### config.mk
export PLATFORM = sky130hd
export DESIGN_NAME = rgb_fade_pwm_phase_scheduler_flat
export DESIGN_NICKNAME = d
export VERILOG_FILES = /design/src/design/rfps_pkg.sv /design/src/design/rfps_req_if.sv /design/src/design/rfps_sched_if.sv /design/src/design/rfps_ctrl.sv /design/src/design/rfps_dp.sv /design/src/design/rgb_fade_pwm_phase_scheduler.sv /design/src/flat_wrapper.sv
export SDC_FILE = /design/constraint.sdc
export NUM_CORES = 2
export LEC_CHECK = 0
export ABC_AREA = 1
export BUFFER_PORTS_ARGS = -buffer_cell sky130_fd_sc_hd__buf_2
export CELL_PAD_IN_SITES_DETAIL_PLACEMENT = 0
export CELL_PAD_IN_SITES_GLOBAL_PLACEMENT = 2
export CORE_MARGIN = 8
export CORE_UTILIZATION = 35
export CTS_CLUSTER_SIZE = 14
export DETAILED_ROUTE_END_ITERATION = 8
export HOLD_SLACK_MARGIN = 0.15
export PLACE_DENSITY_LB_ADDON = 0.2
export RECOVER_POWER = 25
export SETUP_SLACK_MARGIN = 0.5
export SLEW_MARGIN = 25
export SYNTH_ARGS = -nofsm -noshare
export SYNTH_HDL_FRONTEND = slang
export SYNTH_SLANG_ARGS = --single-unit
### constraint.sdc
create_clock -name clk -period 10.7 [get_ports clk]
set_clock_uncertainty 0.2 [all_clocks]
set_input_delay 2.675 -clock clk [delete_from_list [all_inputs] [get_ports clk]]
set_output_delay 2.675 -clock clk [all_outputs]
set_load 0.05 [all_outputs]
### src/design/rfps_pkg.sv
package rfps_pkg;

	localparam int LVL_W   = 17;
	localparam int FRAC_W  = 16;
	localparam int TIME_W  = 32;
	localparam int MP_W    = 16;
	localparam int PER_W   = 20;
	localparam int MUL_W   = 20;
	localparam int PROD_W  = 2 * MUL_W;
	localparam int DVD_W   = 34;
	localparam int DCNT_W  = 6;

	localparam logic [LVL_W-1:0]  LVL_ONE  = LVL_W'(1) << FRAC_W;
	localparam logic [PROD_W-1:0] RND_HALF = PROD_W'(1) << (FRAC_W - 1);

	localparam logic [DCNT_W-1:0] FRAC_STEPS = DCNT_W'(FRAC_W);
	localparam logic [DCNT_W-1:0] TOT_STEPS  = DCNT_W'(DVD_W);

	localparam logic MODE_FADE = 1'b0;

	localparam logic [1:0] REG_MIN_PHASE   = 2'd0;
	localparam logic [1:0] REG_BASE_PERIOD = 2'd1;
	localparam logic [1:0] REG_MAX_PERIOD  = 2'd2;
	localparam logic [1:0] REG_END_MARGIN  = 2'd3;

	typedef enum logic [3:0] {
		OP_NONE,
		OP_REQ,
		OP_RUN,
		OP_END,
		OP_DIVA,
		OP_RR,
		OP_M1,
		OP_M2,
		OP_M3,
		OP_M4,
		OP_SORT,
		OP_MULB,
		OP_BR,
		OP_TOT,
		OP_SCM,
		OP_SCW
	} dp_op_t;

	typedef struct packed {
		dp_op_t     op;
		logic       merge;
		logic       fin;
		logic [1:0] idx;
	} cmd_t;

	typedef struct packed {
		logic       div_busy;
		logic       no_pwm;
		logic       stretch;
		logic [1:0] gcnt;
	} stat_t;

endpackage

### src/design/rfps_req_if.sv
interface rfps_req_if;
	logic                      valid;
	logic                      ready;
	logic                      mode;
	logic [31:0]               now_time;
	logic [31:0]               fade_length;
	logic [rfps_pkg::LVL_W-1:0] target_red;
	logic [rfps_pkg::LVL_W-1:0] target_green;
	logic [rfps_pkg::LVL_W-1:0] target_blue;

	modport source (output valid, mode, now_time, fade_length, target_red, target_green,
		target_blue, input ready);
	modport sink (input valid, mode, now_time, fade_length, target_red, target_green,
		target_blue, output ready);
endinterface

### src/design/rfps_sched_if.sv
interface rfps_sched_if;
	logic        valid;
	logic        ready;
	logic [1:0]  phase_index;
	logic [2:0]  color_mask;
	logic [19:0] duration;
	logic [2:0]  steady_off_mask;
	logic [2:0]  steady_on_mask;
	logic        fade_done;
	logic        no_pwm;
	logic        last;

	modport source (output valid, phase_index, color_mask, duration, steady_off_mask,
		steady_on_mask, fade_done, no_pwm, last, input ready);
	modport sink (input valid, phase_index, color_mask, duration, steady_off_mask,
		steady_on_mask, fade_done, no_pwm, last, output ready);
endinterface

### src/design/rfps_ctrl.sv
module rfps_ctrl (
	input  logic           clk,
	input  logic           arst_n,
	input  logic           in_acc,
	input  logic           mode,
	input  logic           out_acc,
	input  rfps_pkg::stat_t stat,
	output rfps_pkg::cmd_t  cmd,
	output logic           in_ready,
	output logic           out_valid
);
	import rfps_pkg::*;

	typedef enum logic [4:0] {
		S_IDLE, S_REQ, S_RUN, S_END, S_DIVA, S_DIVW, S_RR,
		S_M1, S_M2, S_M3, S_M4, S_SORT, S_MULB, S_BR, S_DIVB,
		S_TOT, S_SCM, S_SCW, S_MERGE, S_FIN, S_EMIT
	} state_t;

	state_t     state_q;
	cmd_t       cmd_q;
	logic       ready_q;
	logic       valid_q;
	logic [1:0] first_g;

	assign first_g = stat.stretch ? 2'd2 : 2'd1;

	always_ff @(posedge clk or negedge arst_n) begin
		if (!arst_n) begin
			state_q <= S_IDLE;
			cmd_q   <= '{op: OP_NONE, merge: 1'b0, fin: 1'b0, idx: 2'd0};
			ready_q <= 1'b1;
			valid_q <= 1'b0;
		end else begin
			cmd_q.merge <= 1'b0;
			cmd_q.fin   <= 1'b0;
			unique case (state_q)
				S_IDLE: begin
					cmd_q.op <= OP_NONE;
					if (in_acc) begin
						ready_q <= 1'b0;
						if (mode == MODE_FADE) begin
							cmd_q.op <= OP_REQ;
							state_q  <= S_REQ;
						end else begin
							cmd_q.op <= OP_RUN;
							state_q  <= S_RUN;
						end
					end
				end
				S_REQ: begin
					cmd_q.op <= OP_NONE;
					ready_q  <= 1'b1;
					state_q  <= S_IDLE;
				end
				S_RUN: begin
					cmd_q.op <= OP_END;
					state_q  <= S_END;
				end
				S_END: begin
					cmd_q.op <= OP_DIVA;
					state_q  <= S_DIVA;
				end
				S_DIVA: begin
					cmd_q.op <= OP_NONE;
					state_q  <= S_DIVW;
				end
				S_DIVW: begin
					if (!stat.div_busy) begin
						cmd_q.op <= OP_RR;
						state_q  <= S_RR;
					end
				end
				S_RR: begin
					cmd_q.op  <= OP_M1;
					cmd_q.idx <= 2'd0;
					state_q   <= S_M1;
				end
				S_M1: begin
					cmd_q.op <= OP_M2;
					state_q  <= S_M2;
				end
				S_M2: begin
					cmd_q.op <= OP_M3;
					state_q  <= S_M3;
				end
				S_M3: begin
					cmd_q.op <= OP_M4;
					state_q  <= S_M4;
				end
				S_M4: begin
					if (cmd_q.idx == 2'd2) begin
						cmd_q.op <= OP_SORT;
						state_q  <= S_SORT;
					end else begin
						cmd_q.op  <= OP_M1;
						cmd_q.idx <= cmd_q.idx + 2'd1;
						state_q   <= S_M1;
					end
				end
				S_SORT: begin
					cmd_q.op <= OP_MULB;
					state_q  <= S_MULB;
				end
				S_MULB: begin
					if (stat.no_pwm) begin
						cmd_q.op  <= OP_NONE;
						cmd_q.idx <= 2'd0;
						valid_q   <= 1'b1;
						state_q   <= S_EMIT;
					end else begin
						cmd_q.op <= OP_BR;
						state_q  <= S_BR;
					end
				end
				S_BR: begin
					cmd_q.op <= OP_NONE;
					state_q  <= S_DIVB;
				end
				S_DIVB: begin
					if (!stat.div_busy) begin
						cmd_q.op <= OP_TOT;
						state_q  <= S_TOT;
					end
				end
				S_TOT: begin
					if (first_g > stat.gcnt) begin
						cmd_q.op    <= OP_NONE;
						cmd_q.merge <= 1'b1;
						state_q     <= S_MERGE;
					end else begin
						cmd_q.op  <= OP_SCM;
						cmd_q.idx <= first_g;
						state_q   <= S_SCM;
					end
				end
				S_SCM: begin
					cmd_q.op <= OP_SCW;
					state_q  <= S_SCW;
				end
				S_SCW: begin
					if (cmd_q.idx == stat.gcnt) begin
						cmd_q.op    <= OP_NONE;
						cmd_q.merge <= 1'b1;
						state_q     <= S_MERGE;
					end else begin
						cmd_q.op  <= OP_SCM;
						cmd_q.idx <= cmd_q.idx + 2'd1;
						state_q   <= S_SCM;
					end
				end
				S_MERGE: begin
					cmd_q.op  <= OP_NONE;
					cmd_q.fin <= 1'b1;
					state_q   <= S_FIN;
				end
				S_FIN: begin
					cmd_q.op  <= OP_NONE;
					cmd_q.idx <= 2'd0;
					valid_q   <= 1'b1;
					state_q   <= S_EMIT;
				end
				S_EMIT: begin
					cmd_q.op <= OP_NONE;
					if (out_acc) begin
						if (stat.no_pwm || cmd_q.idx == stat.gcnt) begin
							valid_q <= 1'b0;
							ready_q <= 1'b1;
							state_q <= S_IDLE;
						end else begin
							cmd_q.idx <= cmd_q.idx + 2'd1;
						end
					end
				end
				default: state_q <= S_IDLE;
			endcase
		end
	end

	assign cmd       = cmd_q;
	assign in_ready  = ready_q;
	assign out_valid = valid_q;
endmodule

### src/design/rfps_dp.sv
module rfps_dp (
	input  logic                      clk,
	input  logic                      arst_n,
	input  rfps_pkg::cmd_t            cmd,
	input  logic                      cfg_we,
	input  logic [1:0]                cfg_index,
	input  logic [19:0]               cfg_data,
	input  logic                      in_acc,
	input  logic [31:0]               now_time,
	input  logic [31:0]               fade_length,
	input  logic [rfps_pkg::LVL_W-1:0] target_red,
	input  logic [rfps_pkg::LVL_W-1:0] target_green,
	input  logic [rfps_pkg::LVL_W-1:0] target_blue,
	output rfps_pkg::stat_t           stat,
	output logic [1:0]                phase_index,
	output logic [2:0]                color_mask,
	output logic [19:0]               duration,
	output logic [2:0]                steady_off_mask,
	output logic [2:0]                steady_on_mask,
	output logic                      fade_done,
	output logic                      no_pwm,
	output logic                      last
);
	import rfps_pkg::*;

	function automatic logic [LVL_W-1:0] clamp(input logic [LVL_W-1:0] x);
		return (x > LVL_ONE) ? LVL_ONE : x;
	endfunction

	function automatic logic [PROD_W-FRAC_W-1:0] rnd(input logic [PROD_W-1:0] p);
		logic [PROD_W-1:0] sum;
		sum = p + RND_HALF;
		return sum[PROD_W-1:FRAC_W];
	endfunction

	// b - a below min_phase, signed
	function automatic logic close(input logic [PER_W-1:0] a, input logic [PER_W-1:0] b,
		input logic [MP_W-1:0] mp);
		logic signed [PER_W+1:0] d;
		d = $signed({2'b00, b}) - $signed({2'b00, a});
		return d < $signed({{(PER_W+2-MP_W){1'b0}}, mp});
	endfunction

	logic [MP_W-1:0]   mp_q;
	logic [PER_W-1:0]  bp_q, mx_q, em_q;

	logic [LVL_W-1:0]  st_lv_q [0:2];
	logic [LVL_W-1:0]  tg_lv_q [0:2];
	logic [LVL_W-1:0]  cur_q   [0:2];
	logic [TIME_W-1:0] fstart_q, flen_q;

	logic [TIME_W-1:0] now_q, flen_in_q;
	logic [LVL_W-1:0]  tin_q [0:2];

	logic [TIME_W-1:0] run_q;
	logic              done_q, small_q;
	logic [LVL_W-1:0]  rr_q;
	logic [PROD_W-1:0] prod_q;
	logic [LVL_W-1:0]  lv_q  [0:2];
	logic [LVL_W-1:0]  gl_q  [0:3];
	logic [2:0]        grp_q [0:3];
	logic [PER_W-1:0]  t_q   [0:3];
	logic [1:0]        gcnt_q;
	logic [2:0]        off_q, on_q;
	logic [PER_W-1:0]  total_q;

	logic [TIME_W-1:0] rem_q, dsor_q;
	logic [DVD_W-1:0]  dvd_q, quo_q;
	logic [DCNT_W-1:0] dcnt_q;

	// end check
	logic [TIME_W-1:0] remain;
	logic              end_hit;
	assign remain  = flen_q - run_q;
	assign end_hit = (flen_q != '0) &&
		(remain[TIME_W-1] || remain < {{(TIME_W-PER_W){1'b0}}, em_q});

	// colour curve operands
	logic [LVL_W-1:0] st_c, tg_c, a_c, r2_c, s_c, s2_c;
	logic             up_c, fading_c;
	logic [PROD_W-FRAC_W-1:0] rnd_p;
	assign rnd_p    = rnd(prod_q);
	assign st_c     = clamp(st_lv_q[cmd.idx]);
	assign tg_c     = clamp(tg_lv_q[cmd.idx]);
	assign up_c     = st_c < tg_c;
	assign a_c      = up_c ? st_c : tg_c;
	assign r2_c     = up_c ? rr_q : LVL_ONE - rr_q;
	assign fading_c = (flen_q != '0) && (st_c != tg_c);
	assign s_c      = a_c + rnd_p[LVL_W-1:0];
	assign s2_c     = rnd_p[LVL_W-1:0];

	logic [MUL_W-1:0] ma, mb;
	always_comb begin
		ma = '0;
		mb = '0;
		case (cmd.op)
			OP_M1: begin
				ma = MUL_W'(LVL_ONE - a_c);
				mb = MUL_W'(r2_c);
			end
			OP_M2: begin
				ma = MUL_W'(s_c);
				mb = MUL_W'(s_c);
			end
			OP_M3: begin
				ma = MUL_W'(s2_c);
				mb = MUL_W'(tg_c);
			end
			OP_MULB: begin
				ma = MUL_W'(gl_q[1]);
				mb = bp_q;
			end
			OP_SCM: begin
				ma = total_q;
				mb = MUL_W'(gl_q[cmd.idx]);
			end
			default: ;
		endcase
	end

	// sort and grouping
	logic [1:0]       i0, i1, i2, sw;
	logic [1:0]       sidx [0:2];
	logic [2:0]       n_off, n_on;
	logic [2:0]       n_grp [0:3];
	logic [LVL_W-1:0] n_gl  [0:3];
	logic [1:0]       n_g;
	always_comb begin
		i0 = 2'd0;
		i1 = 2'd1;
		i2 = 2'd2;
		sw = 2'd0;
		if (lv_q[i0] > lv_q[i1]) begin
			sw = i0; i0 = i1; i1 = sw;
		end
		if (lv_q[i1] > lv_q[i2]) begin
			sw = i1; i1 = i2; i2 = sw;
		end
		if (lv_q[i0] > lv_q[i1]) begin
			sw = i0; i0 = i1; i1 = sw;
		end
		sidx[0] = i0;
		sidx[1] = i1;
		sidx[2] = i2;
		n_off = '0;
		n_on  = '0;
		n_g   = '0;
		for (int k = 0; k < 4; k++) begin
			n_grp[k] = '0;
			n_gl[k]  = '0;
		end
		for (int p = 0; p < 3; p++) begin
			if (lv_q[sidx[p]] == '0) begin
				n_off[sidx[p]] = 1'b1;
			end else if (lv_q[sidx[p]] >= LVL_ONE) begin
				n_on[sidx[p]] = 1'b1;
			end else begin
				n_g             = n_g + 2'd1;
				n_grp[n_g]      = 3'b001 << sidx[p];
				n_gl[n_g]       = lv_q[sidx[p]];
			end
		end
	end

	// merging of close groups
	logic [PER_W-1:0] m_t   [0:3];
	logic [2:0]       m_grp [0:3];
	logic [1:0]       m_g;
	always_comb begin
		for (int k = 0; k < 4; k++) begin
			m_t[k]   = t_q[k];
			m_grp[k] = grp_q[k];
		end
		m_g = gcnt_q;
		if (m_g >= 2'd2) begin
			if (close(m_t[1], m_t[2], mp_q)) begin
				m_grp[1] = m_grp[1] | m_grp[2];
				m_grp[2] = m_grp[3];
				m_t[2]   = m_t[3];
				m_grp[3] = '0;
				m_t[3]   = '0;
				m_g      = m_g - 2'd1;
				if (m_g >= 2'd2 && close(m_t[1], m_t[2], mp_q)) begin
					m_grp[1] = m_grp[1] | m_grp[2];
					m_grp[2] = '0;
					m_t[2]   = '0;
					m_g      = m_g - 2'd1;
				end
			end else if (m_g == 2'd3 && close(m_t[2], m_t[3], mp_q)) begin
				m_grp[2] = m_grp[2] | m_grp[3];
				m_grp[3] = '0;
				m_t[3]   = '0;
				m_g      = m_g - 2'd1;
			end
		end
	end

	// tail and stored differences
	logic [PER_W-1:0] tl, f_t0, f_t2, f_t3;
	assign tl   = t_q[gcnt_q];
	assign f_t0 = (total_q > tl) ? total_q - tl : '0;
	assign f_t2 = (gcnt_q >= 2'd2) ? t_q[2] - t_q[1] : t_q[2];
	assign f_t3 = (gcnt_q == 2'd3) ? t_q[3] - f_t2 : t_q[3];

	logic [PROD_W-FRAC_W-1:0] sc_r;
	assign sc_r = rnd_p;

	logic [TIME_W:0] trial;
	logic            ge;
	assign trial = {rem_q, dvd_q[DVD_W-1]};
	assign ge    = trial >= {1'b0, dsor_q};

	always_ff @(posedge clk or negedge arst_n) begin
		if (!arst_n) begin
			mp_q <= MP_W'(250);
			bp_q <= PER_W'(5000);
			mx_q <= PER_W'(50000);
			em_q <= PER_W'(5000);
		end else if (cfg_we) begin
			unique case (cfg_index)
				REG_MIN_PHASE:   mp_q <= cfg_data[MP_W-1:0];
				REG_BASE_PERIOD: bp_q <= cfg_data;
				REG_MAX_PERIOD:  mx_q <= cfg_data;
				REG_END_MARGIN:  em_q <= cfg_data;
			endcase
		end
	end

	always_ff @(posedge clk or negedge arst_n) begin
		if (!arst_n) begin
			for (int c = 0; c < 3; c++) begin
				st_lv_q[c] <= '0;
				tg_lv_q[c] <= '0;
				cur_q[c]   <= '0;
			end
			fstart_q <= '0;
			flen_q   <= '0;
		end else begin
			case (cmd.op)
				OP_REQ: begin
					for (int c = 0; c < 3; c++) begin
						st_lv_q[c] <= cur_q[c];
						tg_lv_q[c] <= tin_q[c];
					end
					fstart_q <= now_q - {{(TIME_W-PER_W){1'b0}}, em_q};
					flen_q   <= (flen_in_q == '0) ? TIME_W'(1) : flen_in_q;
				end
				OP_END: begin
					if (end_hit) begin
						flen_q   <= '0;
						fstart_q <= '0;
						for (int c = 0; c < 3; c++) cur_q[c] <= tg_lv_q[c];
					end
				end
				default: ;
			endcase
		end
	end

	always_ff @(posedge clk or negedge arst_n) begin
		if (!arst_n) begin
			dcnt_q <= '0;
		end else if (cmd.op == OP_DIVA) begin
			dcnt_q <= (flen_q != '0 && run_q < flen_q) ? FRAC_STEPS : '0;
		end else if (cmd.op == OP_BR) begin
			dcnt_q <= (prod_q < {8'b0, mp_q, 16'b0}) ? TOT_STEPS : '0;
		end else if (dcnt_q != '0) begin
			dcnt_q <= dcnt_q - DCNT_W'(1);
		end
	end

	always_ff @(posedge clk) begin
		if (cmd.op == OP_DIVA) begin
			rem_q  <= run_q;
			dvd_q  <= '0;
			quo_q  <= '0;
			dsor_q <= flen_q;
		end else if (cmd.op == OP_BR) begin
			rem_q  <= '0;
			dvd_q  <= {1'b0, mp_q, 17'b0} + DVD_W'(gl_q[1]);
			quo_q  <= '0;
			dsor_q <= {14'b0, gl_q[1], 1'b0};
		end else if (dcnt_q != '0) begin
			rem_q <= ge ? TIME_W'(trial - {1'b0, dsor_q}) : trial[TIME_W-1:0];
			dvd_q <= {dvd_q[DVD_W-2:0], 1'b0};
			quo_q <= {quo_q[DVD_W-2:0], ge};
		end
	end

	always_ff @(posedge clk) begin
		if (in_acc) begin
			now_q     <= now_time;
			flen_in_q <= fade_length;
			tin_q[0]  <= target_red;
			tin_q[1]  <= target_green;
			tin_q[2]  <= target_blue;
		end
		prod_q <= ma * mb;
		case (cmd.op)
			OP_RUN: run_q <= now_q - fstart_q;
			OP_END: done_q <= end_hit;
			OP_RR: rr_q <= (run_q >= flen_q) ? LVL_ONE : {1'b0, quo_q[FRAC_W-1:0]};
			OP_M4: lv_q[cmd.idx] <= fading_c ? clamp(rnd_p[LVL_W-1:0]) : tg_c;
			OP_SORT: begin
				off_q  <= n_off;
				on_q   <= n_on;
				gcnt_q <= n_g;
				for (int k = 0; k < 4; k++) begin
					grp_q[k] <= n_grp[k];
					gl_q[k]  <= n_gl[k];
					t_q[k]   <= '0;
				end
			end
			OP_BR: small_q <= prod_q < {8'b0, mp_q, 16'b0};
			OP_TOT: begin
				if (small_q) begin
					total_q <= (quo_q > {14'b0, mx_q}) ? mx_q : quo_q[PER_W-1:0];
					t_q[1]  <= {4'b0, mp_q};
				end else begin
					total_q <= bp_q;
				end
			end
			OP_SCW: t_q[cmd.idx] <= (sc_r < {8'b0, mp_q}) ? {4'b0, mp_q} : sc_r[PER_W-1:0];
			default: ;
		endcase
		if (cmd.merge) begin
			gcnt_q <= m_g;
			for (int k = 1; k < 4; k++) begin
				t_q[k]   <= m_t[k];
				grp_q[k] <= m_grp[k];
			end
		end
		if (cmd.fin) begin
			t_q[0]   <= f_t0;
			t_q[2]   <= f_t2;
			t_q[3]   <= f_t3;
			grp_q[0] <= grp_q[1] | grp_q[2] | grp_q[3];
		end
	end

	assign stat.div_busy = dcnt_q != '0;
	assign stat.no_pwm   = gcnt_q == '0;
	assign stat.stretch  = small_q;
	assign stat.gcnt     = gcnt_q;

	assign phase_index     = cmd.idx;
	assign color_mask      = grp_q[cmd.idx];
	assign duration        = t_q[cmd.idx];
	assign steady_off_mask = off_q;
	assign steady_on_mask  = on_q;
	assign fade_done       = done_q;
	assign no_pwm          = gcnt_q == '0;
	assign last            = (gcnt_q == '0) || (cmd.idx == gcnt_q);
endmodule

### src/design/rgb_fade_pwm_phase_scheduler.sv
// channel   dir  handshake     payload
// req       in   valid/ready   mode, now_time, fade_length, target_red/green/blue
// sched     out  valid/ready   phase_index, color_mask, duration, steady masks,
//                              fade_done, no_pwm, last
// cfg       in   cfg_we        cfg_index, cfg_data
//
// A fade request only loads the fade state and offers no beat. A period request
// uses the fraction divider while a fade is running; if no colour needs PWM it
// offers one beat, else it uses the shift-subtract divider (one bit per cycle)
// when the period is stretched and the shared multiplier per scaled group, then
// offers 2 to 4 beats. One item is in work at a time; req.ready is low until the
// last beat of a period request is taken. arst_n clears the fade state.
module rgb_fade_pwm_phase_scheduler (
	input  logic        clk,
	input  logic        arst_n,
	rfps_req_if.sink    req,
	rfps_sched_if.source sched,
	input  logic        cfg_we,
	input  logic [1:0]  cfg_index,
	input  logic [19:0] cfg_data
);
	import rfps_pkg::*;

	cmd_t  cmd;
	stat_t stat;
	logic  in_acc, out_acc;

	assign in_acc  = req.valid & req.ready;
	assign out_acc = sched.valid & sched.ready;

	rfps_ctrl u_ctrl (
		.clk       (clk),
		.arst_n    (arst_n),
		.in_acc    (in_acc),
		.mode      (req.mode),
		.out_acc   (out_acc),
		.stat      (stat),
		.cmd       (cmd),
		.in_ready  (req.ready),
		.out_valid (sched.valid)
	);

	rfps_dp u_dp (
		.clk             (clk),
		.arst_n          (arst_n),
		.cmd             (cmd),
		.cfg_we          (cfg_we),
		.cfg_index       (cfg_index),
		.cfg_data        (cfg_data),
		.in_acc          (in_acc),
		.now_time        (req.now_time),
		.fade_length     (req.fade_length),
		.target_red      (req.target_red),
		.target_green    (req.target_green),
		.target_blue     (req.target_blue),
		.stat            (stat),
		.phase_index     (sched.phase_index),
		.color_mask      (sched.color_mask),
		.duration        (sched.duration),
		.steady_off_mask (sched.steady_off_mask),
		.steady_on_mask  (sched.steady_on_mask),
		.fade_done       (sched.fade_done),
		.no_pwm          (sched.no_pwm),
		.last            (sched.last)
	);

	a_no_overlap: assert property (@(posedge clk) disable iff (!arst_n)
		sched.valid |-> !req.ready)
		else $error("input taken while results pending");

	a_accept_blocks: assert property (@(posedge clk) disable iff (!arst_n)
		in_acc |=> !req.ready)
		else $error("ready stayed high after accept");

	a_nopwm_single: assert property (@(posedge clk) disable iff (!arst_n)
		sched.valid && sched.no_pwm |-> sched.last && sched.phase_index == 2'd0)
		else $error("no-pwm result not a single beat");

	a_last_done: assert property (@(posedge clk) disable iff (!arst_n)
		out_acc && sched.last |=> !sched.valid && req.ready)
		else $error("block not idle after last beat");
endmodule

### src/flat_wrapper.sv
// flat-port wrapper written by rule: the top's interface ports become plain ports
module rgb_fade_pwm_phase_scheduler_flat import rfps_pkg::*;
  (clk, arst_n, cfg_we, cfg_index, cfg_data, req_valid, req_mode, req_now_time, req_fade_length, req_target_red, req_target_green, req_target_blue, req_ready, sched_valid, sched_phase_index, sched_color_mask, sched_duration, sched_steady_off_mask, sched_steady_on_mask, sched_fade_done, sched_no_pwm, sched_last, sched_ready);
  rfps_req_if req_i ();
  rfps_sched_if sched_i ();
  input  logic clk;
  input  logic arst_n;
  input  logic cfg_we;
  input  logic [1:0] cfg_index;
  input  logic [19:0] cfg_data;
  input wire logic [$bits(req_i.valid)-1:0] req_valid;
  input wire logic [$bits(req_i.mode)-1:0] req_mode;
  input wire logic [$bits(req_i.now_time)-1:0] req_now_time;
  input wire logic [$bits(req_i.fade_length)-1:0] req_fade_length;
  input wire logic [$bits(req_i.target_red)-1:0] req_target_red;
  input wire logic [$bits(req_i.target_green)-1:0] req_target_green;
  input wire logic [$bits(req_i.target_blue)-1:0] req_target_blue;
  output wire logic [$bits(req_i.ready)-1:0] req_ready;
  output wire logic [$bits(sched_i.valid)-1:0] sched_valid;
  output wire logic [$bits(sched_i.phase_index)-1:0] sched_phase_index;
  output wire logic [$bits(sched_i.color_mask)-1:0] sched_color_mask;
  output wire logic [$bits(sched_i.duration)-1:0] sched_duration;
  output wire logic [$bits(sched_i.steady_off_mask)-1:0] sched_steady_off_mask;
  output wire logic [$bits(sched_i.steady_on_mask)-1:0] sched_steady_on_mask;
  output wire logic [$bits(sched_i.fade_done)-1:0] sched_fade_done;
  output wire logic [$bits(sched_i.no_pwm)-1:0] sched_no_pwm;
  output wire logic [$bits(sched_i.last)-1:0] sched_last;
  input wire logic [$bits(sched_i.ready)-1:0] sched_ready;
  assign req_i.valid = req_valid;
  assign req_i.mode = req_mode;
  assign req_i.now_time = req_now_time;
  assign req_i.fade_length = req_fade_length;
  assign req_i.target_red = req_target_red;
  assign req_i.target_green = req_target_green;
  assign req_i.target_blue = req_target_blue;
  assign req_ready = req_i.ready;
  assign sched_valid = sched_i.valid;
  assign sched_phase_index = sched_i.phase_index;
  assign sched_color_mask = sched_i.color_mask;
  assign sched_duration = sched_i.duration;
  assign sched_steady_off_mask = sched_i.steady_off_mask;
  assign sched_steady_on_mask = sched_i.steady_on_mask;
  assign sched_fade_done = sched_i.fade_done;
  assign sched_no_pwm = sched_i.no_pwm;
  assign sched_last = sched_i.last;
  assign sched_i.ready = sched_ready;
  rgb_fade_pwm_phase_scheduler u_core (.clk(clk), .arst_n(arst_n), .req(req_i), .sched(sched_i), .cfg_we(cfg_we), .cfg_index(cfg_index), .cfg_data(cfg_data));
endmodule
Word-level counts from Yosys, hierarchy flattened
Memories as Yosys holds them, arrays and structs flattened. A register that Yosys moved wholly into a read port is not among the register bits. Cells that the tools add are included. W data, S select, Z words.

Bits in registers: 578. Output and inout bits: 36. Logic and storage cells: 423. Memory bits (writable): 262. Memories: 5.

Memory list: u_core.u_dp.t_q (words 4, width 20, read ports 5, clocked after memory_dff 1, wr ports 5, RTL line rfps_dp.sv:62) `logic [PER_W-1:0] t_q [0:3];`; u_core.u_dp.gl_q (words 4, width 17, read ports 2, clocked after memory_dff 0, wr ports 4, RTL line rfps_dp.sv:60) `logic [LVL_W-1:0] gl_q [0:3];`; u_core.u_dp.lv_q (words 3, width 17, read ports 9, clocked after memory_dff 0, wr ports 1, RTL line rfps_dp.sv:59) `logic [LVL_W-1:0] lv_q [0:2];`; u_core.u_dp.tin_q (words 3, width 17, read ports 3, clocked after memory_dff 3, wr ports 3, RTL line rfps_dp.sv:53) `logic [LVL_W-1:0] tin_q [0:2];`; u_core.u_dp.grp_q (words 4, width 3, read ports 4, clocked after memory_dff 0, wr ports 4, RTL line rfps_dp.sv:61) `logic [2:0] grp_q [0:3];`.

Reduce and logical (&&, ||, !) cells: 48. Shifts and indexed selects: 3. Bitwise operators: 41. Equality and inequality tests: 61. $mul: 1. Multiplexer cells: 172. $lt $le $gt $ge: 35. $add $sub $neg: 21.

Operators with widths (number): $mux W20 (17); $mux W68 (4); $mux W32 (8); $mux W17 (15); $pmux W20 S5 (2); $bwmux W68 (2); $pmux W32 S2 (2); $pmux W5 S20 (1); $sub A32 B32 Y32 (3); $bmux W17 S2 (2); $demux W17 S2 (2); $mux W34 (2); $pmux W4 S16 (1); $lt A21 B17 Y1 (3); $sub A20 B20 Y21 (3); $sub A20 B20 Y20 (3); $mux W2 (27); $mux W3 (18); $ge A17 B17 Y1 const B (3); $gt A17 B17 Y1 (3); $gt A17 B17 Y1 const B (3); $logic_not A17 Y1 (3); $mux W12 (4); $mux W6 (7); 76 further kinds (244).

Longest topological paths before layout
An unclocked memory read counts as a cell.

Word-level depth: 26. Depth in mapped cells: 69.

Cells and area by module
Synthesis repeated with hierarchy kept, for this count alone.

Cells, all modules: 8957. Area total of the unflattened synthesis: 70372.5 µm².

By module, submodules not included: rfps_dp (cells each 8752, seq. area each 23495.0 µm², instances 1, area an instance 69077.5 µm²); rfps_ctrl (cells each 201, seq. area each 376.6 µm², instances 1, area an instance 1280.0 µm²); rgb_fade_pwm_phase_scheduler (cells each 4, seq. area each 0.0 µm², instances 1, area an instance 15.0 µm²).

Least setup slack after synthesis
Ideal clock, no wire load.

Path kind: flip-flop to flip-flop. From: register u_core.u_ctrl.cmd_q (netlist bit u_core.u_ctrl.cmd[1]). To: register u_core.u_dp.prod_q[35]. Cell stages (with the launch flop): 62. Setup time: 0.133 ns. Arrival: 9.908 ns. Path buffers: 6. Path slack: 0.458 ns. Cell sequence: dfrtp_1 > buf_4 > inv_2 > buf_4 > buf_4 > nand3_1 > o21ai_0 > nor2_1 > nand2_1 > nor2_1 > nand2_1 > nand2_2 > buf_4 > nand2_1 > ha_1 > nand2_1 > nor2_1 > nand3_1 > [26 not listed] > fa_1 > inv_1 > fa_1 > inv_1 > fa_1 > inv_1 > fa_1 > inv_1 > ha_1 > a21oi_1 > inv_1 > a31oi_1 > o21ai_0 > a21oi_1 > o21ai_1 > nand4_1 > o311ai_1 > xor2_1.

Cells in the longest elaborated chain, start to end: 11. Elaborated cells on any way between the ends: 20. Classes of those cells: 2 x add/sub; 1 x mul; 3 x order compare; 12 x mux; 1 x bitwise; 1 x memory.

Ends and longest elaborated chain: from (decl) (RTL line rfps_ctrl.sv:21) `cmd_t cmd_q;`; from (signal assigned) (RTL line rfps_ctrl.sv:31) `cmd_q <= '{op: OP_NONE, merge: 1'b0, fin: 1'b0, idx: 2'd0};`; $not A2 Y3 (implied by the code) (RTL line rfps_dp.sv:83, rfps_dp.sv:84); $bmux W17 S2, on equally long branches (RTL line rfps_dp.sv:83, rfps_dp.sv:84); $mux W17, on equally long branches (2 in series) (RTL line rfps_dp.sv:83, rfps_dp.sv:84); $gt A17 B17 Y1 (RTL line rfps_dp.sv:27) `return (x > LVL_ONE) ? LVL_ONE : x;`; $mux W17 (RTL line rfps_dp.sv:27); $lt A17 B17 Y1 (RTL line rfps_dp.sv:85) `assign up_c = st_c < tg_c;`; $mux W17 (RTL line rfps_dp.sv:86) `assign a_c = up_c ? st_c : tg_c;`; $add A17 B17 Y17 / $sub A17 B17 Y18 (equally long branches) (RTL line rfps_dp.sv:89, rfps_dp.sv:98); $pmux W20 S5 (RTL line rfps_dp.sv:96) `case (cmd.op)`; $mul A20 B20 Y40 (*) (RTL line rfps_dp.sv:298) `prod_q <= ma * mb;`; to (signal assigned) (RTL line rfps_dp.sv:298); to (decl) (RTL line rfps_dp.sv:58) `logic [PROD_W-1:0] prod_q;`.

Mark *: on every way between the ends. The rest lies on a longest branch, timed or not. The select of a mux whose other input is x is not followed. A chain may end at the register's enable or synchronous reset.

Final worst setup path
From: register u_core.u_ctrl.cmd_q (netlist bit u_core.u_ctrl.cmd[0]). To: register u_core.u_dp.prod_q[17].

The elaborated chain is that of the path after synthesis.

==> run metrics <==
dominant synthesized flop cell sky130_fd_sc_hd__edfxtp_1; die outline width 466 um; pins over their slew limit 454; total cell area at the placement stage 79500 um^2; met2 wire length 135 mm; ANT nets after route 0; final critical-path share of the clock period 99.8%; proportion of synthesized chip area in sequential cells 33.6%; Top Metal Used met5; initial detailed-routing violation count 5258; routability-driven placement congestion ratio 0.934; average vias per placed instance 5.21; TritonCTS clock tree built; Vias 65.7k; hold_sp u_core.u_dp.tin_q[2][13]; Async SR Flop Fraction 35.8%; Tightest Pin Transition 5.30 ns; H-tree levels 3; clock-pin slew on the worst setup and hold paths 0.06 ns; post-synthesis instance area 71000 um^2; die height 466 um; share of power burned in combinational logic 5.8%; number of storage elements in the synthesis netlist 878; Final setup viols 0; number of cells in the finished layout apart from fillers 12.6k; insertion delay to the later sink of the worst-skew pair 0.80 ns; Hold Buf Count CTS 0; number of warnings printed during yosys synthesis 0; startpoint types flop; fin crit period 10.68 ns; number of maximum-capacitance violations 10; clock root buffer master sky130_fd_sc_hd__clkbuf_16; status finished with violations; PwrDens 93.0 nW/um^2; Top Ports 179; count of unique library cells instantiated by Yosys 74; stage delay of the slowest cell on the critical path 0.59 ns; category of the most critical setup path flop to flop; gate count of the mapped netlist 9100; Leakage 41.4 nW; worst-case setup margin in the final layout 0.0239 ns; post-route DRC violation count 0; r2r startpoint u_core.u_ctrl.cmd[0]; maximum root-to-sink buffer count 3; Hold Crit Depth 2; area of all placed cells without fillers 85600 um^2; Final Hold Vio Count 0; cell repeated most along the worst path sky130_fd_sc_hd__inv_1; number of rows in the core area 165; total routed wirelength 290 mm; via count of the first global-routing pass 65.5k; Max Clk Rate 0.0937 GHz; endpoint of the worst register-to-register path u_core.u_dp.prod_q[17]; setup slack at placement -0.682 ns; Met3 Wirelength 18.1 mm; path class of the lowest-slack min-delay path flop to flop; worst relative slew slack -253%; share of post-route cells with drive strength above 1 15.0%; # nets final 10.9k; average wire per standard cell 23.0 um; worst reg2reg path depth 57; total CTS buffers 109; residual overflow from global routing 0; failing checks max-capacitance violations, max-slew violations; critical-path cell with the highest stage delay sky130_fd_sc_hd__dfrtp_4; CORE AREA 202000 um^2; wire length the detailed router placed on met1 129 mm; Crit path arrival time 11.13 ns; router iterations before antenna repair 6; relative contribution of sequential cells to total power 46.0%; number of enable-type register cells in the synthesized netlist 469; DP HPWL 232 mm; net switching fraction of the power 25.5%; port buffer count 178; total routing resource utilization after global routing 25.9%; R2R setup slack 0.02 ns; post-layout utilization of the core 42.4%; Crit. End Element flop; CP Max Fanout 9; largest net degree at the start of global routing 110; Internal Power 5.93 mW; Hold Path Sink u_core.u_dp.tg_lv_q[13]; number of placed instances with taps included 12.3k; Crit path required time 11.15 ns; CTS sink count 878; clock group share of total power 48.2%; Avg Synthesized Cell Area 7.80 um^2; Switch Pwr 2.03 mW; initial antenna violation count 13; DIE AREA 217000 um^2; initial cell density of the core 35.2%; final sum of negative setup slack 0 ns; P&R area growth vs syn 20.6%; Worst IR Drop VDD 0.124 mV; unrepaired setup endpoints after global routing true; first-pass GRT wire length 429 mm
-- layout by cell type, fill, tap and decap left out, types with 24 or more instances in the layout --
cell type	n
sky130_fd_sc_hd__nand2_1	2125
sky130_fd_sc_hd__inv_1	1324
sky130_fd_sc_hd__nor2_1	690
sky130_fd_sc_hd__o21ai_0	678
sky130_fd_sc_hd__buf_4	678
sky130_fd_sc_hd__ha_1	543
sky130_fd_sc_hd__a21oi_1	484
sky130_fd_sc_hd__edfxtp_1	469
sky130_fd_sc_hd__nand3_1	438
sky130_fd_sc_hd__fa_1	314
sky130_fd_sc_hd__dfrtp_1	290
sky130_fd_sc_hd__buf_2	173
sky130_fd_sc_hd__xor2_1	144
sky130_fd_sc_hd__clkbuf_16	117
sky130_fd_sc_hd__o22ai_1	105
sky130_fd_sc_hd__dfxtp_1	95
sky130_fd_sc_hd__nand4_1	80
sky130_fd_sc_hd__nand2_2	75
sky130_fd_sc_hd__xnor2_1	73
sky130_fd_sc_hd__nor3_1	66
sky130_fd_sc_hd__o211ai_1	66
sky130_fd_sc_hd__a31oi_1	48
sky130_fd_sc_hd__inv_2	44
sky130_fd_sc_hd__nand3b_1	43
sky130_fd_sc_hd__o21ai_1	41
sky130_fd_sc_hd__o21a_1	41
sky130_fd_sc_hd__clkbuf_1	38
sky130_fd_sc_hd__nor4_1	35
sky130_fd_sc_hd__ha_4	33
sky130_fd_sc_hd__nor2_2	32
sky130_fd_sc_hd__a21oi_2	32
sky130_fd_sc_hd__clkinv_1	27
sky130_fd_sc_hd__a21o_1	27
sky130_fd_sc_hd__buf_12	26
sky130_fd_sc_hd__nor2_4	25
sky130_fd_sc_hd__buf_6	24
-- final cells by class --
cell class	count	area, um^2
fill	20800	116000
multi-input combinational	6532	42400
sequential	878	23900
timing repair buffer	926	7040
inverter	1389	5260
tap	2672	3340
clock buffer	143	2980
clock inverter	65	726
antenna	4	10.0
timing repair inverter	1	8.76
-- sequential cells by signal, summed over array words and instances, names as in the netlist, 17 cells and up, named ones only --
name / flops
u_core.u_dp.bp_q: 20
u_core.u_dp.cur_q: 51
u_core.u_dp.dsor_q: 32
u_core.u_dp.dvd_q: 34
u_core.u_dp.em_q: 20
u_core.u_dp.flen_in_q: 32
u_core.u_dp.flen_q: 32
u_core.u_dp.fstart_q: 32
u_core.u_dp.gl_q: 68
u_core.u_dp.lv_q: 51
u_core.u_dp.mx_q: 20
u_core.u_dp.now_q: 32
u_core.u_dp.prod_q: 25
u_core.u_dp.quo_q: 34
u_core.u_dp.rem_q: 32
u_core.u_dp.rr_q: 17
u_core.u_dp.run_q: 32
u_core.u_dp.st_lv_q: 51
u_core.u_dp.t_q: 80
u_core.u_dp.tg_lv_q: 51
u_core.u_dp.tin_q: 51
u_core.u_dp.total_q: 20
-- routing by layer --
metal / vias up / track usage [%]
met5: - / 0
met4: 6 / 6.42
met3: 383 / 3.98
met2: 2010 / 43.2
met1: 31900 / 35.2
li1: 31400 / -
-- repair_timing --
item,4_1_cts,5_1_grt
buffers inserted,2,50
resized for setup,35,399
setup endpoints to repair,25,35
cloned,0,11
pin swaps,1,145
-- synth_stat cells (13+ instances only) --
cell type	n	area (um^2)
sky130_fd_sc_hd__clkinv_1	13	48.8
sky130_fd_sc_hd__a221oi_1	22	193
sky130_fd_sc_hd__nor3_1	72	360
sky130_fd_sc_hd__nand3b_1	43	323
sky130_fd_sc_hd__dfxtp_1	95	1900
sky130_fd_sc_hd__xnor2_1	73	639
sky130_fd_sc_hd__o221ai_1	16	140
sky130_fd_sc_hd__dfstp_2	23	604
sky130_fd_sc_hd__buf_4	16	120
sky130_fd_sc_hd__o21ai_0	710	3550
sky130_fd_sc_hd__nor2_1	734	2760
sky130_fd_sc_hd__nand3_1	457	2290
sky130_fd_sc_hd__fa_1	329	6590
sky130_fd_sc_hd__nand2_2	23	144
sky130_fd_sc_hd__inv_2	14	52.6
sky130_fd_sc_hd__dfrtp_1	291	7280
sky130_fd_sc_hd__o21bai_1	19	143
sky130_fd_sc_hd__o21ai_1	24	120
sky130_fd_sc_hd__buf_2	47	235
sky130_fd_sc_hd__a21o_1	27	203
sky130_fd_sc_hd__a21oi_1	528	2640
sky130_fd_sc_hd__ha_1	579	7240
sky130_fd_sc_hd__a211oi_1	20	150
sky130_fd_sc_hd__clkbuf_1	217	815
sky130_fd_sc_hd__buf_1	24	90.1
sky130_fd_sc_hd__edfxtp_1	469	14100
sky130_fd_sc_hd__nor4_1	36	225
sky130_fd_sc_hd__xor2_1	146	1280
sky130_fd_sc_hd__nand4_1	80	500
sky130_fd_sc_hd__a31oi_1	58	363
sky130_fd_sc_hd__o211ai_1	66	495
sky130_fd_sc_hd__nand2_1	2188	8210
sky130_fd_sc_hd__o21a_1	41	308
sky130_fd_sc_hd__inv_1	1362	5110
sky130_fd_sc_hd__o22ai_1	105	657
-- worst max-delay path: cells and delay by family, from the launching register on --
| kind | cells | cell delay [ns] |
|---|---|---|
| adder cells (fa/ha/maj) | 11 | 4.71 |
| AND/OR/NAND/NOR | 20 | 2.07 |
| buffers and inverters | 18 | 1.76 |
| AO/OA/AOI/OAI | 7 | 0.98 |
| flip-flops | 1 | 0.59 |
| XOR/XNOR | 1 | 0.19 |
-- kinds of logic (layout without fill, tap and decap cells) --
group | after synthesis | in the layout | share of synthesized area [%]
AO/OA/AOI/OAI | 1708 | 1708 | 13.5
XOR/XNOR | 219 | 219 | 2.70
adder cells (fa/ha/maj) | 908 | 908 | 19.5
buffers and inverters | 1702 | 2524 | 9.25
flip-flops | 878 | 878 | 33.6
multiplexers | 1 | 1 | 0.0159
other | 2 | 17 | 0.0106
AND/OR/NAND/NOR | 3682 | 3683 | 21.4
-- stage by stage --
step,hold WS [ns],power [mW]
floorplan,0.229,3.97
global placement,0.239,4.18
detailed placement,0.245,4.19
CTS,0.258,8.07
global route,0.279,8.25
finish,0.254,7.96
-- power groups by stage --
stage | Combinational (mW) | Sequential, mW | Clock (mW)
2_1_floorplan | 0.271 | 3.70 | 0
3_3_place_gp | 0.456 | 3.73 | 0
3_5_place_dp | 0.462 | 3.73 | 0
4_1_cts | 0.465 | 3.66 | 3.94
5_1_grt | 0.527 | 3.67 | 4.05
6_report | 0.463 | 3.67 | 3.83
-- worst max-delay path by stage --
stage / to / slack, ns / start
CTS: u_core.u_dp.prod_q[39] / -0.23 / u_core.u_ctrl.cmd[0]
detailed placement: u_core.u_dp.prod_q[17] / -0.68 / u_core.u_ctrl.cmd[0]
global placement: u_core.u_dp.prod_q[17] / -0.67 / u_core.u_ctrl.cmd[0]
floorplan: u_core.u_dp.prod_q[35] / 0.51 / u_core.u_ctrl.cmd[1]
finish: u_core.u_dp.prod_q[17] / 0.02 / u_core.u_ctrl.cmd[0]
global route: u_core.u_dp.prod_q[30] / -0.45 / u_core.u_ctrl.cmd[0]
No activity file was read; power rests on OpenSTA's default activity.
